**src/sv/btm_pkg.sv**
```systemverilog
// ----------------------------------------------------------------------------
// Battery trend monitor package
// Shared widths, register indexes and reset values for the trend monitor.
// ----------------------------------------------------------------------------
`default_nettype none

package btm_pkg;

   // Window geometry
   localparam int WINDOW = 16;
   localparam int IDX_W  = (WINDOW > 1) ? $clog2(WINDOW) : 1;
   localparam int CNT_W  = $clog2(WINDOW + 1);

   // Field widths
   localparam int VOLT_W     = 13;
   localparam int EMA_W      = 21;
   localparam int ALPHA_W    = 17;
   localparam int SLOPE_W    = 24;
   localparam int CAP_W      = 10;
   localparam int FRAC_W     = 8;
   localparam int CSR_IDX_W  = 3;
   localparam int CSR_DATA_W = 24;

   // Window sums and products
   localparam int SY_W   = VOLT_W + CNT_W;
   localparam int SX_W   = 2 * CNT_W;
   localparam int SXX_W  = 3 * CNT_W;
   localparam int SXY_W  = VOLT_W + 2 * CNT_W;
   localparam int PROD_W = 3 * CNT_W + VOLT_W;
   localparam int DEN_W  = 4 * CNT_W;

   // Shared divider
   localparam int SLOPE_SHIFT = 10;
   localparam int SNUM_W      = PROD_W + SLOPE_SHIFT;
   localparam int CNUM_W      = 31;
   localparam int CSPAN_W     = VOLT_W + FRAC_W;
   localparam int DIVN_W      = (SNUM_W > CNUM_W) ? SNUM_W : CNUM_W;
   localparam int DIVD_W      = (DEN_W > CSPAN_W) ? DEN_W : CSPAN_W;
   localparam int DCNT_W      = $clog2(DIVN_W + 1);

   // EMA arithmetic
   localparam int EMA_PROD_W = ALPHA_W + EMA_W;
   localparam int EMA_SHIFT  = 16;
   localparam logic [ALPHA_W-1:0] ALPHA_ONE = 17'd65536;
   localparam int EMA_ROUND  = 32768;

   // Capacity scale
   localparam int CAP_SCALE = 1000;

   // Register indexes
   localparam logic [CSR_IDX_W-1:0] CSR_EMA_ALPHA    = 3'd0;
   localparam logic [CSR_IDX_W-1:0] CSR_FULL_VOLTAGE = 3'd1;
   localparam logic [CSR_IDX_W-1:0] CSR_EMPTY_VOLTAGE = 3'd2;
   localparam logic [CSR_IDX_W-1:0] CSR_LOW_LEVEL    = 3'd3;
   localparam logic [CSR_IDX_W-1:0] CSR_DROP_LIMIT   = 3'd4;

   // Register reset values
   localparam logic [ALPHA_W-1:0]        ALPHA_RST = 17'd6554;
   localparam logic [VOLT_W-1:0]         FULL_RST  = 13'd4200;
   localparam logic [VOLT_W-1:0]         EMPTY_RST = 13'd3300;
   localparam logic [VOLT_W-1:0]         LOW_RST   = 13'd3400;
   localparam logic signed [SLOPE_W-1:0] DROP_RST  = -24'sd51200;

endpackage

`default_nettype wire

```
**src/sv/btm_ram.sv**
```systemverilog
// ----------------------------------------------------------------------------
// Generic single-port-write RAM
// One write port and one read port with registered read data.
// ----------------------------------------------------------------------------
`default_nettype none

module btm_ram #(
   parameter int WIDTH = 8,
   parameter int DEPTH = 16
) (
   input  wire                                     clock,
   input  wire                                     wr_en,
   input  wire  [((DEPTH > 1) ? $clog2(DEPTH) : 1)-1:0] wr_addr,
   input  wire  [WIDTH-1:0]                        wr_data,
   input  wire                                     rd_en,
   input  wire  [((DEPTH > 1) ? $clog2(DEPTH) : 1)-1:0] rd_addr,
   output logic [WIDTH-1:0]                        rd_data
);

   logic [WIDTH-1:0] mem_ff [DEPTH];
   logic [WIDTH-1:0] rd_data_ff;

   // Write and registered read.
   always_ff @(posedge clock) begin
      if (wr_en) begin
         mem_ff[wr_addr] <= wr_data;
      end
      if (rd_en) begin
         rd_data_ff <= mem_ff[rd_addr];
      end
   end

   assign rd_data = rd_data_ff;

endmodule

`default_nettype wire

```
**src/sv/battery_trend_monitor_unit.sv**
```systemverilog
// ----------------------------------------------------------------------------
// Battery trend monitor
// A request runs the EMA update, window write, window walk, regression products
// and both divisions before its result loads the response register; the next
// request is taken only after that, so requests are handled one at a time.
// The window walk reads one RAM entry per cycle and one shared restoring
// divider runs the slope and then the capacity division, one bit per cycle.
// Synchronous reset clears the EMA, window fill and registers to defaults.
// ----------------------------------------------------------------------------
`default_nettype none

module battery_trend_monitor_unit (
   input  wire                                   clock,
   input  wire                                   reset,
   input  wire                                   req_valid,
   output logic                                  req_ready,
   input  wire  [btm_pkg::VOLT_W-1:0]            req_voltage_mv,
   output logic                                  rsp_valid,
   input  wire                                   rsp_ready,
   output logic [btm_pkg::EMA_W-1:0]             rsp_ema_q8_mv,
   output logic [btm_pkg::CAP_W-1:0]             rsp_capacity_tenths,
   output logic signed [btm_pkg::SLOPE_W-1:0]    rsp_trend_slope,
   output logic                                  rsp_drop_flag,
   output logic                                  rsp_low_flag,
   input  wire                                   csr_wr_en,
   input  wire  [btm_pkg::CSR_IDX_W-1:0]         csr_index,
   input  wire  [btm_pkg::CSR_DATA_W-1:0]        csr_wdata
);

   typedef enum logic [3:0] {
      ST_IDLE,
      ST_MUL,
      ST_EMA,
      ST_WALK,
      ST_PROD,
      ST_DIFF,
      ST_SDIV,
      ST_CDIV,
      ST_DONE
   } state_type;

   state_type state_ff;

   // Configuration registers
   logic [btm_pkg::ALPHA_W-1:0]        alpha_ff;
   logic [btm_pkg::VOLT_W-1:0]         full_ff;
   logic [btm_pkg::VOLT_W-1:0]         empty_ff;
   logic [btm_pkg::VOLT_W-1:0]         low_ff;
   logic signed [btm_pkg::SLOPE_W-1:0] drop_ff;

   // Block state
   logic [btm_pkg::EMA_W-1:0]  ema_ff;
   logic [btm_pkg::CNT_W-1:0]  fill_ff;
   logic [btm_pkg::IDX_W-1:0]  head_ff;
   logic [btm_pkg::VOLT_W-1:0] volt_ff;

   // EMA products
   logic [btm_pkg::EMA_PROD_W-1:0] p1_ff;
   logic [btm_pkg::EMA_PROD_W-1:0] p2_ff;

   // Window walk
   logic [btm_pkg::CNT_W-1:0] iss_ff;
   logic                      pend_ff;
   logic [btm_pkg::IDX_W-1:0] x_ff;
   logic [btm_pkg::SY_W-1:0]  sy_ff;
   logic [btm_pkg::SX_W-1:0]  sx_ff;
   logic [btm_pkg::SXX_W-1:0] sxx_ff;
   logic [btm_pkg::SXY_W-1:0] sxy_ff;

   // Regression products and capacity operands
   logic [btm_pkg::PROD_W-1:0] nsxy_ff;
   logic [btm_pkg::PROD_W-1:0] sxsy_ff;
   logic [btm_pkg::DEN_W-1:0]  nsxx_ff;
   logic [btm_pkg::DEN_W-1:0]  sx2_ff;
   logic [btm_pkg::CNUM_W-1:0] capnum_ff;
   logic [btm_pkg::VOLT_W-1:0] span_mag_ff;
   logic                       cap_skip_ff;
   logic                       slope_neg_ff;
   logic                       slope_skip_ff;

   // Shared divider
   logic [btm_pkg::DIVN_W-1:0] dq_ff;
   logic [btm_pkg::DIVD_W-1:0] dr_ff;
   logic [btm_pkg::DIVD_W-1:0] dd_ff;
   logic [btm_pkg::DCNT_W-1:0] dcnt_ff;

   // Results
   logic signed [btm_pkg::SLOPE_W-1:0] slope_ff;
   logic [btm_pkg::CAP_W-1:0]          cap_ff;
   logic                               rsp_valid_ff;
   logic [btm_pkg::EMA_W-1:0]          rsp_ema_ff;
   logic [btm_pkg::CAP_W-1:0]          rsp_cap_ff;
   logic signed [btm_pkg::SLOPE_W-1:0] rsp_slope_ff;
   logic                               rsp_drop_ff;
   logic                               rsp_low_ff;

   // RAM port signals
   logic                        ram_we;
   logic [btm_pkg::IDX_W-1:0]   ram_waddr;
   logic                        ram_re;
   logic [btm_pkg::IDX_W-1:0]   ram_raddr;
   logic [btm_pkg::VOLT_W-1:0]  ram_rdata;

   // Combinational helpers
   logic                           win_full_in;
   logic [btm_pkg::IDX_W-1:0]      head_in;
   logic [btm_pkg::IDX_W:0]        phys_in;
   logic [btm_pkg::ALPHA_W-1:0]    alpha_eff_in;
   logic [btm_pkg::EMA_PROD_W:0]   ema_sum_in;
   logic [btm_pkg::EMA_W-1:0]      ema_in;
   logic [btm_pkg::EMA_W-1:0]      e256_in;
   logic                           cap_num_neg_in;
   logic [btm_pkg::EMA_W-1:0]      cap_mag_in;
   logic                           span_neg_in;
   logic [btm_pkg::VOLT_W-1:0]     span_mag_in;
   logic                           slope_neg_in;
   logic [btm_pkg::PROD_W-1:0]     slope_mag_in;
   logic [btm_pkg::DEN_W-1:0]      den_in;
   logic [btm_pkg::DIVD_W:0]       div_sh_in;
   logic                           div_ge_in;
   logic [btm_pkg::DIVD_W:0]       div_rem_in;
   logic                           div_done_in;
   logic [btm_pkg::SLOPE_W-1:0]    slope_negq_in;
   logic signed [btm_pkg::SLOPE_W-1:0] slope_sat_in;
   logic [btm_pkg::CAP_W-1:0]      cap_in;

   // Window sample memory
   btm_ram #(
      .WIDTH (btm_pkg::VOLT_W),
      .DEPTH (btm_pkg::WINDOW)
   ) u_window_ram (
      .clock   (clock),
      .wr_en   (ram_we),
      .wr_addr (ram_waddr),
      .wr_data (volt_ff),
      .rd_en   (ram_re),
      .rd_addr (ram_raddr),
      .rd_data (ram_rdata)
   );

   // Configuration writes; unknown indexes are dropped.
   always_ff @(posedge clock) begin
      if (reset) begin
         alpha_ff <= btm_pkg::ALPHA_RST;
         full_ff  <= btm_pkg::FULL_RST;
         empty_ff <= btm_pkg::EMPTY_RST;
         low_ff   <= btm_pkg::LOW_RST;
         drop_ff  <= btm_pkg::DROP_RST;
      end else if (csr_wr_en) begin
         unique case (csr_index)
            btm_pkg::CSR_EMA_ALPHA:     alpha_ff <= csr_wdata[btm_pkg::ALPHA_W-1:0];
            btm_pkg::CSR_FULL_VOLTAGE:  full_ff  <= csr_wdata[btm_pkg::VOLT_W-1:0];
            btm_pkg::CSR_EMPTY_VOLTAGE: empty_ff <= csr_wdata[btm_pkg::VOLT_W-1:0];
            btm_pkg::CSR_LOW_LEVEL:     low_ff   <= csr_wdata[btm_pkg::VOLT_W-1:0];
            btm_pkg::CSR_DROP_LIMIT:    drop_ff  <= $signed(csr_wdata[btm_pkg::SLOPE_W-1:0]);
            default: ;
         endcase
      end
   end

   // Window addressing: a circular buffer whose oldest entry sits at the head.
   always_comb begin
      win_full_in = (fill_ff == btm_pkg::CNT_W'(btm_pkg::WINDOW));
      head_in = (head_ff == btm_pkg::IDX_W'(btm_pkg::WINDOW - 1)) ? '0 : head_ff + 1'b1;
      phys_in = {1'b0, head_ff} + {1'b0, iss_ff[btm_pkg::IDX_W-1:0]};
      ram_we = (state_ff == ST_MUL);
      ram_waddr = win_full_in ? head_ff : fill_ff[btm_pkg::IDX_W-1:0];
      ram_re = (state_ff == ST_WALK) && (iss_ff < fill_ff);
      if (phys_in >= (btm_pkg::IDX_W + 1)'(btm_pkg::WINDOW)) begin
         ram_raddr = btm_pkg::IDX_W'(phys_in - (btm_pkg::IDX_W + 1)'(btm_pkg::WINDOW));
      end else begin
         ram_raddr = phys_in[btm_pkg::IDX_W-1:0];
      end
   end

   // EMA rounding and the capacity and slope operand preparation.
   always_comb begin
      alpha_eff_in = (alpha_ff > btm_pkg::ALPHA_ONE) ? btm_pkg::ALPHA_ONE : alpha_ff;
      ema_sum_in = (btm_pkg::EMA_PROD_W + 1)'(p1_ff) + (btm_pkg::EMA_PROD_W + 1)'(p2_ff)
                 + (btm_pkg::EMA_PROD_W + 1)'(btm_pkg::EMA_ROUND);
      if (ema_ff == '0) begin
         ema_in = {volt_ff, {btm_pkg::FRAC_W{1'b0}}};
      end else begin
         ema_in = ema_sum_in[btm_pkg::EMA_SHIFT +: btm_pkg::EMA_W];
      end
      e256_in = {empty_ff, {btm_pkg::FRAC_W{1'b0}}};
      cap_num_neg_in = (ema_ff < e256_in);
      cap_mag_in = cap_num_neg_in ? (e256_in - ema_ff) : (ema_ff - e256_in);
      span_neg_in = (full_ff < empty_ff);
      span_mag_in = span_neg_in ? (empty_ff - full_ff) : (full_ff - empty_ff);
      slope_neg_in = (sxsy_ff > nsxy_ff);
      slope_mag_in = slope_neg_in ? (sxsy_ff - nsxy_ff) : (nsxy_ff - sxsy_ff);
      den_in = nsxx_ff - sx2_ff;
   end

   // One restoring divider step per cycle, plus result saturation.
   always_comb begin
      div_sh_in = {dr_ff, dq_ff[btm_pkg::DIVN_W-1]};
      div_ge_in = (div_sh_in >= {1'b0, dd_ff});
      div_rem_in = div_ge_in ? (div_sh_in - {1'b0, dd_ff}) : div_sh_in;
      div_done_in = (dcnt_ff == btm_pkg::DCNT_W'(btm_pkg::DIVN_W));
      slope_negq_in = -dq_ff[btm_pkg::SLOPE_W-1:0];
      priority if (slope_skip_ff) begin
         slope_sat_in = '0;
      end else if (slope_neg_ff) begin
         if (dq_ff > btm_pkg::DIVN_W'(1 << (btm_pkg::SLOPE_W - 1))) begin
            slope_sat_in = {1'b1, {(btm_pkg::SLOPE_W - 1){1'b0}}};
         end else begin
            slope_sat_in = $signed(slope_negq_in);
         end
      end else begin
         if (dq_ff > btm_pkg::DIVN_W'((1 << (btm_pkg::SLOPE_W - 1)) - 1)) begin
            slope_sat_in = {1'b0, {(btm_pkg::SLOPE_W - 1){1'b1}}};
         end else begin
            slope_sat_in = $signed(dq_ff[btm_pkg::SLOPE_W-1:0]);
         end
      end
      priority if (cap_skip_ff) begin
         cap_in = '0;
      end else if (dq_ff > btm_pkg::DIVN_W'(btm_pkg::CAP_SCALE)) begin
         cap_in = btm_pkg::CAP_W'(btm_pkg::CAP_SCALE);
      end else begin
         cap_in = dq_ff[btm_pkg::CAP_W-1:0];
      end
   end

   // Sequencer: EMA update, window write, window walk, two divisions, result.
   always_ff @(posedge clock) begin
      if (reset) begin
         state_ff     <= ST_IDLE;
         rsp_valid_ff <= 1'b0;
         ema_ff       <= '0;
         fill_ff      <= '0;
         head_ff      <= '0;
         pend_ff      <= 1'b0;
      end else begin
         // A taken response clears valid unless a new one is loaded this cycle.
         if (rsp_valid_ff && rsp_ready && (state_ff != ST_DONE)) begin
            rsp_valid_ff <= 1'b0;
         end
         unique case (state_ff)
            ST_IDLE: begin
               if (req_valid) begin
                  volt_ff  <= req_voltage_mv;
                  state_ff <= ST_MUL;
               end
            end
            ST_MUL: begin
               p1_ff <= btm_pkg::EMA_PROD_W'(alpha_eff_in)
                      * btm_pkg::EMA_PROD_W'({volt_ff, {btm_pkg::FRAC_W{1'b0}}});
               p2_ff <= btm_pkg::EMA_PROD_W'(btm_pkg::ALPHA_ONE - alpha_eff_in)
                      * btm_pkg::EMA_PROD_W'(ema_ff);
               if (win_full_in) begin
                  head_ff <= head_in;
               end else begin
                  fill_ff <= fill_ff + 1'b1;
               end
               state_ff <= ST_EMA;
            end
            ST_EMA: begin
               ema_ff   <= ema_in;
               iss_ff   <= '0;
               pend_ff  <= 1'b0;
               sy_ff    <= '0;
               sx_ff    <= '0;
               sxx_ff   <= '0;
               sxy_ff   <= '0;
               state_ff <= ST_WALK;
            end
            ST_WALK: begin
               if (pend_ff) begin
                  sy_ff  <= sy_ff + btm_pkg::SY_W'(ram_rdata);
                  sx_ff  <= sx_ff + btm_pkg::SX_W'(x_ff);
                  sxx_ff <= sxx_ff + btm_pkg::SXX_W'(x_ff) * btm_pkg::SXX_W'(x_ff);
                  sxy_ff <= sxy_ff + btm_pkg::SXY_W'(x_ff) * btm_pkg::SXY_W'(ram_rdata);
               end
               if (iss_ff < fill_ff) begin
                  pend_ff <= 1'b1;
                  x_ff    <= iss_ff[btm_pkg::IDX_W-1:0];
                  iss_ff  <= iss_ff + 1'b1;
               end else begin
                  pend_ff <= 1'b0;
                  if (!pend_ff) begin
                     state_ff <= ST_PROD;
                  end
               end
            end
            ST_PROD: begin
               nsxy_ff <= btm_pkg::PROD_W'(fill_ff) * btm_pkg::PROD_W'(sxy_ff);
               sxsy_ff <= btm_pkg::PROD_W'(sx_ff) * btm_pkg::PROD_W'(sy_ff);
               nsxx_ff <= btm_pkg::DEN_W'(fill_ff) * btm_pkg::DEN_W'(sxx_ff);
               sx2_ff  <= btm_pkg::DEN_W'(sx_ff) * btm_pkg::DEN_W'(sx_ff);
               capnum_ff <= btm_pkg::CNUM_W'(cap_mag_in)
                          * btm_pkg::CNUM_W'(btm_pkg::CAP_SCALE);
               span_mag_ff <= span_mag_in;
               cap_skip_ff <= (span_mag_in == '0) || (cap_num_neg_in != span_neg_in);
               state_ff <= ST_DIFF;
            end
            ST_DIFF: begin
               slope_neg_ff  <= slope_neg_in;
               slope_skip_ff <= (fill_ff < btm_pkg::CNT_W'(2)) || (den_in == '0);
               dq_ff   <= btm_pkg::DIVN_W'({slope_mag_in, {btm_pkg::SLOPE_SHIFT{1'b0}}});
               dd_ff   <= btm_pkg::DIVD_W'(den_in);
               dr_ff   <= '0;
               dcnt_ff <= '0;
               state_ff <= ST_SDIV;
            end
            ST_SDIV: begin
               if (!div_done_in) begin
                  dr_ff   <= div_rem_in[btm_pkg::DIVD_W-1:0];
                  dq_ff   <= {dq_ff[btm_pkg::DIVN_W-2:0], div_ge_in};
                  dcnt_ff <= dcnt_ff + 1'b1;
               end else begin
                  slope_ff <= slope_sat_in;
                  dq_ff    <= btm_pkg::DIVN_W'(capnum_ff);
                  dd_ff    <= btm_pkg::DIVD_W'({span_mag_ff, {btm_pkg::FRAC_W{1'b0}}});
                  dr_ff    <= '0;
                  dcnt_ff  <= '0;
                  state_ff <= ST_CDIV;
               end
            end
            ST_CDIV: begin
               if (!div_done_in) begin
                  dr_ff   <= div_rem_in[btm_pkg::DIVD_W-1:0];
                  dq_ff   <= {dq_ff[btm_pkg::DIVN_W-2:0], div_ge_in};
                  dcnt_ff <= dcnt_ff + 1'b1;
               end else begin
                  cap_ff   <= cap_in;
                  state_ff <= ST_DONE;
               end
            end
            ST_DONE: begin
               if (!rsp_valid_ff || rsp_ready) begin
                  rsp_valid_ff <= 1'b1;
                  rsp_ema_ff   <= ema_ff;
                  rsp_cap_ff   <= cap_ff;
                  rsp_slope_ff <= slope_ff;
                  rsp_drop_ff  <= (slope_ff < drop_ff);
                  rsp_low_ff   <= (volt_ff < low_ff);
                  state_ff     <= ST_IDLE;
               end
            end
            default: state_ff <= ST_IDLE;
         endcase
      end
   end

   // Ports
   assign req_ready           = (state_ff == ST_IDLE);
   assign rsp_valid           = rsp_valid_ff;
   assign rsp_ema_q8_mv       = rsp_ema_ff;
   assign rsp_capacity_tenths = rsp_cap_ff;
   assign rsp_trend_slope     = rsp_slope_ff;
   assign rsp_drop_flag       = rsp_drop_ff;
   assign rsp_low_flag        = rsp_low_ff;

   // The fill count never runs past the window depth.
   assert property (@(posedge clock) disable iff (reset)
      fill_ff <= btm_pkg::CNT_W'(btm_pkg::WINDOW))
      else $error("window fill count exceeds depth");

   // The head only moves once the window is full.
   assert property (@(posedge clock) disable iff (reset)
      (head_ff != '0) |-> (fill_ff == btm_pkg::CNT_W'(btm_pkg::WINDOW)))
      else $error("window head moved before the window filled");

   // A nonzero slope needs at least two samples in the window.
   assert property (@(posedge clock) disable iff (reset)
      (rsp_valid_ff && (rsp_slope_ff != '0)) |-> (fill_ff >= btm_pkg::CNT_W'(2)))
      else $error("slope reported with fewer than two samples");

   // Capacity stays inside its clamp.
   assert property (@(posedge clock) disable iff (reset)
      rsp_valid_ff |-> (rsp_cap_ff <= btm_pkg::CAP_W'(btm_pkg::CAP_SCALE)))
      else $error("capacity above full scale");

   // A finished result always reaches the output register.
   assert property (@(posedge clock) disable iff (reset)
      ((state_ff == ST_DONE) && (!rsp_valid_ff || rsp_ready)) |=> rsp_valid_ff)
      else $error("finished request not presented");

endmodule

`default_nettype wire
```
**config.mk**
```make
export PLATFORM = sky130hd
export DESIGN_NAME = battery_trend_monitor_unit
export DESIGN_NICKNAME = d
export VERILOG_FILES = /design/src/sv/btm_pkg.sv /design/src/sv/btm_ram.sv /design/src/sv/battery_trend_monitor_unit.sv
export SDC_FILE = /design/constraint.sdc
export NUM_CORES = 2
export LEC_CHECK = 0
export ABC_CLOCK_PERIOD_IN_PS = 18600
export BUFFER_PORTS_ARGS = -buffer_cell sky130_fd_sc_hd__buf_2
export CAP_MARGIN = 20
export CORE_MARGIN = 4
export CORE_UTILIZATION = 35
export DETAILED_ROUTE_END_ITERATION = 7
export MAX_ROUTING_LAYER = met4
export PLACE_DENSITY = 0.54
export SLEW_MARGIN = 20
export SYNTH_ARGS = -nofsm -noshare
export SYNTH_HDL_FRONTEND = slang
export SYNTH_SLANG_ARGS = --single-unit
```
**constraint.sdc**
```tcl
create_clock -name clock -period 18.6 [get_ports clock]
set_clock_uncertainty 0.2 [all_clocks]
set_input_delay 5.58 -clock clock [delete_from_list [all_inputs] [get_ports clock]]
set_output_delay 5.58 -clock clock [all_outputs]
set_load 0.01 [all_outputs]
```
* Word-level counts from Yosys, hierarchy flattened
Memories as Yosys holds them, arrays and structs flattened. A register that Yosys moved wholly into a read port is not among the register bits.
Cells that the tools add are included.
** Storage, ports and cells
- Input port bits :: 45
- Word-level logic and storage cells :: 198
- Bits in registers :: 587
- Memories :: 1
- Output and inout bits :: 59
- Memory bits (writable) :: 208
** Memories
- u_window_ram.mem_ff :: words 16, bits a word 13, rd ports 1, clocked after Yosys merged registers in 1, wr ports 1, line btm_ram.sv:20 : logic [WIDTH-1:0] mem_ff [DEPTH];
** Operators by class
- Eq/ne operators :: 26
- Bitwise gates (word level) :: 2
- $mul :: 9
- $lt $le $gt $ge :: 13
- Add/sub/neg operators :: 22
- Reductions and logical operators :: 36
- Mux-type cells :: 48
** Operators with widths (count)
- $mux 21 :: 6
- $pmux 38 s3 :: 1
- $mux 38 :: 2
- $mux 24 :: 3
- $pmux 21 s3 :: 1
- $sub 21x21->21 :: 3
- $sub 28x28->28 :: 2
- $pmux 23 s2 :: 1
- $pmux 21 s2 :: 1
- $gt 38x10->1 const B :: 1
- $gt 38x23->1 const B :: 1
- $gt 38x24->1 const B :: 1
- $add 37x16->37 const B :: 1
- $add 37x37->37 :: 1
- $mul 18x22->37 :: 1
- $mux 4 :: 9
- $pmux 18 s2 :: 1
- $pmux 4 s9 :: 1
- $pmux 15 s2 :: 1
- $mul 17x13->29 :: 1
- $gt 28x28->1 :: 1
- $mul 10x18->28 :: 1
- $mul 21x7->28 const B :: 1
- $mul 5x23->28 :: 1
- other kinds (67) :: 113

* Logic depth before layout (Yosys ltp)
- Depth after elaboration :: 5
- Depth in mapped cells :: 35
- Depth with buffers taken out :: 34

* Cells and area by module
Synthesis repeated with hierarchy kept, for this count alone.
** Second synthesis, totals
- Cell total of the unflattened synthesis :: 7721
- Area, all modules :: 77466.8 µm²
** Modules (own cells, without submodules)
- battery_trend_monitor_unit :: cells an instance 7366, seq. area each 16195.5 µm², area an instance 69093.8 µm², times used 1
- btm_ram :: cells an instance 355, seq. area each 6636.4 µm², area an instance 8373.0 µm², times used 1

* Least setup slack after synthesis
Ideal clock, no wire load.
- Path type :: input-to-reg
- Start point :: input port reset
- End point :: register cap_skip_ff (enable)
- Stages :: 3
- Buffers on the path :: 1
- Setup time :: 0.801 ns
- Required time :: 17.599 ns
- Data arrival time :: 15.463 ns
- Slack :: 2.136 ns
- Cells stage by stage :: clkbuf_1 or3b_2 nor3_1
** Between the ends
- Longest elaborated chain between the ends :: 2
** Ends and longest elaborated chain
- from (decl) :: line battery_trend_monitor_unit.sv:14 : input wire reset,
- $not 1->1 (no line)
- $reduce_and 2->1 (no line)
- to (signal assigned) :: line battery_trend_monitor_unit.sv:296 : cap_skip_ff <= (span_mag_in == '0) || (cap_num_neg_in != span_neg_in);
- to (decl) :: line battery_trend_monitor_unit.sv:77 : logic cap_skip_ff;
No other way between the ends.
A chain may end at the register's enable or synchronous reset.

* Final worst setup path
- Start point :: register alpha_ff[16] in the netlist's numbering
- End point :: register p2_ff[36] in the netlist's numbering, data pin
** Between the ends
- Longest elaborated chain between the ends :: 4
** Ends and longest elaborated chain
- from (decl) :: line battery_trend_monitor_unit.sv:45 : logic [btm_pkg::ALPHA_W-1:0] alpha_ff;
- from (signal assigned) :: line battery_trend_monitor_unit.sv:144 : alpha_ff <= btm_pkg::ALPHA_RST;
- from (signal assigned) :: line battery_trend_monitor_unit.sv:151 : btm_pkg::CSR_EMA_ALPHA: alpha_ff <= csr_wdata[btm_pkg::ALPHA_W-1:0];
- $gt 17x17->1 :: line battery_trend_monitor_unit.sv:178 : alpha_eff_in = (alpha_ff > btm_pkg::ALPHA_ONE) ? btm_pkg::ALPHA_ONE : alpha_ff;
- $mux 17 (*) :: line battery_trend_monitor_unit.sv:178
- $sub 17x17->18 (*) :: line battery_trend_monitor_unit.sv:251 : p2_ff <= btm_pkg::EMA_PROD_W'(btm_pkg::ALPHA_ONE - alpha_eff_in)
- $mul 18x22->37 (*) :: line battery_trend_monitor_unit.sv:252 : * btm_pkg::EMA_PROD_W'(ema_ff);
- to (signal assigned) :: line battery_trend_monitor_unit.sv:251
- to (decl) :: line battery_trend_monitor_unit.sv:59 : logic [btm_pkg::EMA_PROD_W-1:0] p2_ff;
Mark *: on every way between the ends. The rest lies on a longest branch, timed or not.

==> metrics <==
run status=complete, no violations; DP HPWL=about 160,000 um; Final Non-Filler Cells=~11,000; die area=229,000 um^2; Final Wtd Congestion=about 0.89; min-delay src=cap_ff[5]; Core Region=around 220,000 um^2; simple-gate share of the synthesized area=0.142; Worst Path Required=approximately 19 ns; CTS buffer count=95; Fin. Hold Viols=0; Max Clock Freq=around 0.1 GHz; reg2reg setup slack=8.61 ns; critical path fanouts, max=34; Setup crit end kind=flop; Min-Delay Endpoint=rsp_capacity_tenths[5]; Vias=54,013; dpl cells=between 10,000 and 15,000; xor-xnor portion of the synthesized cell area=0.0364; drt first pass iters=6; unrepaired setup endpoints after global routing=false; Worst Max-Slew Pin Slew=just over 1 ns; Hold WC Path Type=reg -> reg; Max-Cap Viols=0; Final setup viols=0; Ys Warns=0; crit-path max cell delay=approximately 0.81 ns; TNS Setup=0 ns; slowest CP cell=a2111oi_0; initial antenna violation count=10; clock sinks=799; Adder-Cell Fraction of Synth Area=0.341; synthesized instance count=approximately 7,700; initial drt markers=~3,400; Critical Path Most Common Cell=fa_1; ys async rst share=0; hold path depth=0; Die H=roughly 480 um; clk root buf=clkbuf_16; CTS hold repair buffers=0; sequential fraction of the synthesis area=0.295; CTS HTree Levels=3; worst-case clock buffer depth=3; Main synth FF type=edfxtp_1; fin. max-slew vios=0; post-layout util=0.385; IO buf count=~100; Worst R2R End=p2_ff[36]; R2R cell count=29; number of core rows=172; synthesized cell area=between 70,000 and 80,000 um^2; Worst-path clk slew=approximately 0.060 ns; worst skew pair latency=between 0.7 and 0.8 ns; EDFF count, synth=a little under 700; synth-to-layout area growth=9.52%; DRC=0; Post-CTS Resized=0; Synth Register Bits=about 800; mux cell area share after synthesis=0.0224; postcts setup bufs=0; Arrival @ worst endpoint=~10 ns; Crit Path Class=reg -> reg; vias in the first global route=between 50,000 and 60,000; layout cell share with drive strength beyond 1=0.0660; Final min period=roughly 10 ns; # nets final=between 9,000 and 10,000; slew margin rel.=0.307; GRT Total Usage=0.185; R2R Path Start=alpha_ff[16]; Final ANT Viol Nets=0; Ports=between 100 and 150; DR vias/cell=approximately 5; Netlist cell types=83; Avg Synthesized Cell Area=~10 um^2; startpoint types=flop; Final period util=0.537; final wirelength=204,000 um; Compound-Gate Fraction of Synth Area=0.0894; Fillers=between 20,000 and 25,000; largest net degree at the start of global routing=76; Starting Density=0.352; Die X=~480 um; first-pass GRT wire length=between 300,000 and 400,000 um; average wire per standard cell=about 19 um; gr ovfl total=0; CTS tree=yes; main combinational cell family by area after synthesis=adder cells
cells by family (layout without fill, tap and decap cells):
family	after synthesis	count (layout)
other cells	2	28
simple gates	2307	2307
flops	799	799
mux	107	107
buf+inv	1517	1602
xor+xnor	322	322
compound gates	1097	1097
fa+ha+maj	1593	1593
how the worst max path moves through the flow:
stage | from | endpoint | depth (start not counted)
finish | alpha_ff[16] | p2_ff[36] | 29
global route | alpha_ff[16] | p2_ff[36] | 29
CTS | alpha_ff[16] | p2_ff[36] | 29
detailed placement | alpha_ff[16] | p2_ff[36] | 29
global placement | alpha_ff[16] | p2_ff[36] | 29
floorplan | reset | cap_skip_ff | 3
cells in the mapped netlist (45+ instances only):
cell	count	area, um^2
a21oi_1	365	1830
xor2_1	103	902
nand2_1	969	3640
nor2b_1	83	519
inv_1	1192	4470
nor3_1	116	581
o21a_1	45	338
a211oi_1	65	488
nor2_1	391	1470
mux4_2	52	1170
o21ai_0	211	1060
edfxtp_1	683	20500
nand2b_1	54	338
ha_1	728	9110
xnor2_1	219	1920
nand3_1	82	410
dfxtp_1	116	2320
mux2i_1	47	470
and2_1	396	2480
clkbuf_1	293	1100
fa_1	865	17300
a21o_1	142	1070
layer usage:
| metal | GRT usage | vias up | wire length [um] |
|---|---|---|---|
| li1 | - | 25465 | - |
| met4 | 0.0457 | 0 | 4930 |
| met5 | - | - | 0 |
| met3 | 0.0199 | 264 | 8860 |
| met2 | 0.306 | 1048 | 98500 |
| met1 | 0.243 | 27236 | 92000 |
stage by stage:
| stage | setup slack [ns] | hold slack (ns) | area, um^2 |
|---|---|---|---|
| 2_1_floorplan | 2.14 | 0.200 | 77500 |
| 3_3_place_gp | 8.84 | 0.208 | 81600 |
| 3_5_place_dp | 8.75 | 0.207 | 81600 |
| 4_1_cts | 8.69 | 0.221 | 84700 |
| 5_1_grt | 8.12 | 0.234 | 84800 |
| 6_report | 8.61 | 0.219 | 84800 |
final cells by class:
class / count / area [um^2] / share of cell area
Inverter: 1193 / 4480 / 0.0528
Multi-Input combinational cell: 5446 / 49100 / 0.579
Tap cell: 2958 / 3700 / 0.0437
Antenna cell: 8 / 20.0 / 0.000236
Timing Repair Buffer: 231 / 1500 / 0.0177
Clock buffer: 116 / 2580 / 0.0305
Sequential cell: 799 / 22800 / 0.269
Clock inverter: 62 / 571 / 0.00673
registers in the layout, indices dropped and copies added (netlist names), 15 cells and up:
| signal | cells |
|---|---|
| alpha_ff | 17 |
| capnum_ff | 28 |
| dd_ff | 21 |
| dq_ff | 38 |
| dr_ff | 21 |
| drop_ff | 24 |
| ema_ff | 21 |
| nsxx_ff | 20 |
| nsxy_ff | 28 |
| p1_ff | 29 |
| p2_ff | 29 |
| rsp_ema_q8_mv | 21 |
| rsp_trend_slope | 24 |
| slope_ff | 24 |
| sx2_ff | 19 |
| sxsy_ff | 28 |
| sxx_ff | 15 |
| sxy_ff | 23 |
| sy_ff | 18 |
| u_window_ram.mem_ff | 208 |
cells in the final DEF, fill, tap and decap left out, drive strengths merged, types with 82 or more instances in the layout:
master  instances
a21o          142
a21oi         366
xor2          103
ha            728
inv          1205
o21ai         213
clkbuf        116
fa            865
and2          397
nor3          117
xnor2         219
nor2          392
buf           231
nand2         970
dfxtp         116
edfxtp        683
nor2b          83
nand3          82
worst max-delay path: cells and delay by family (launching register included):
family / cells / cell delay, ns
buf+inv: 6 / 1.03
xor+xnor: 1 / 0.13
flops: 1 / 0.55
compound gates: 10 / 3.61
simple gates: 4 / 0.54
fa+ha+maj: 8 / 3.63
Power is left out: the tool's default activity adds up to more than one toggle a clock period on the data nets, which glitch-free logic cannot reach.
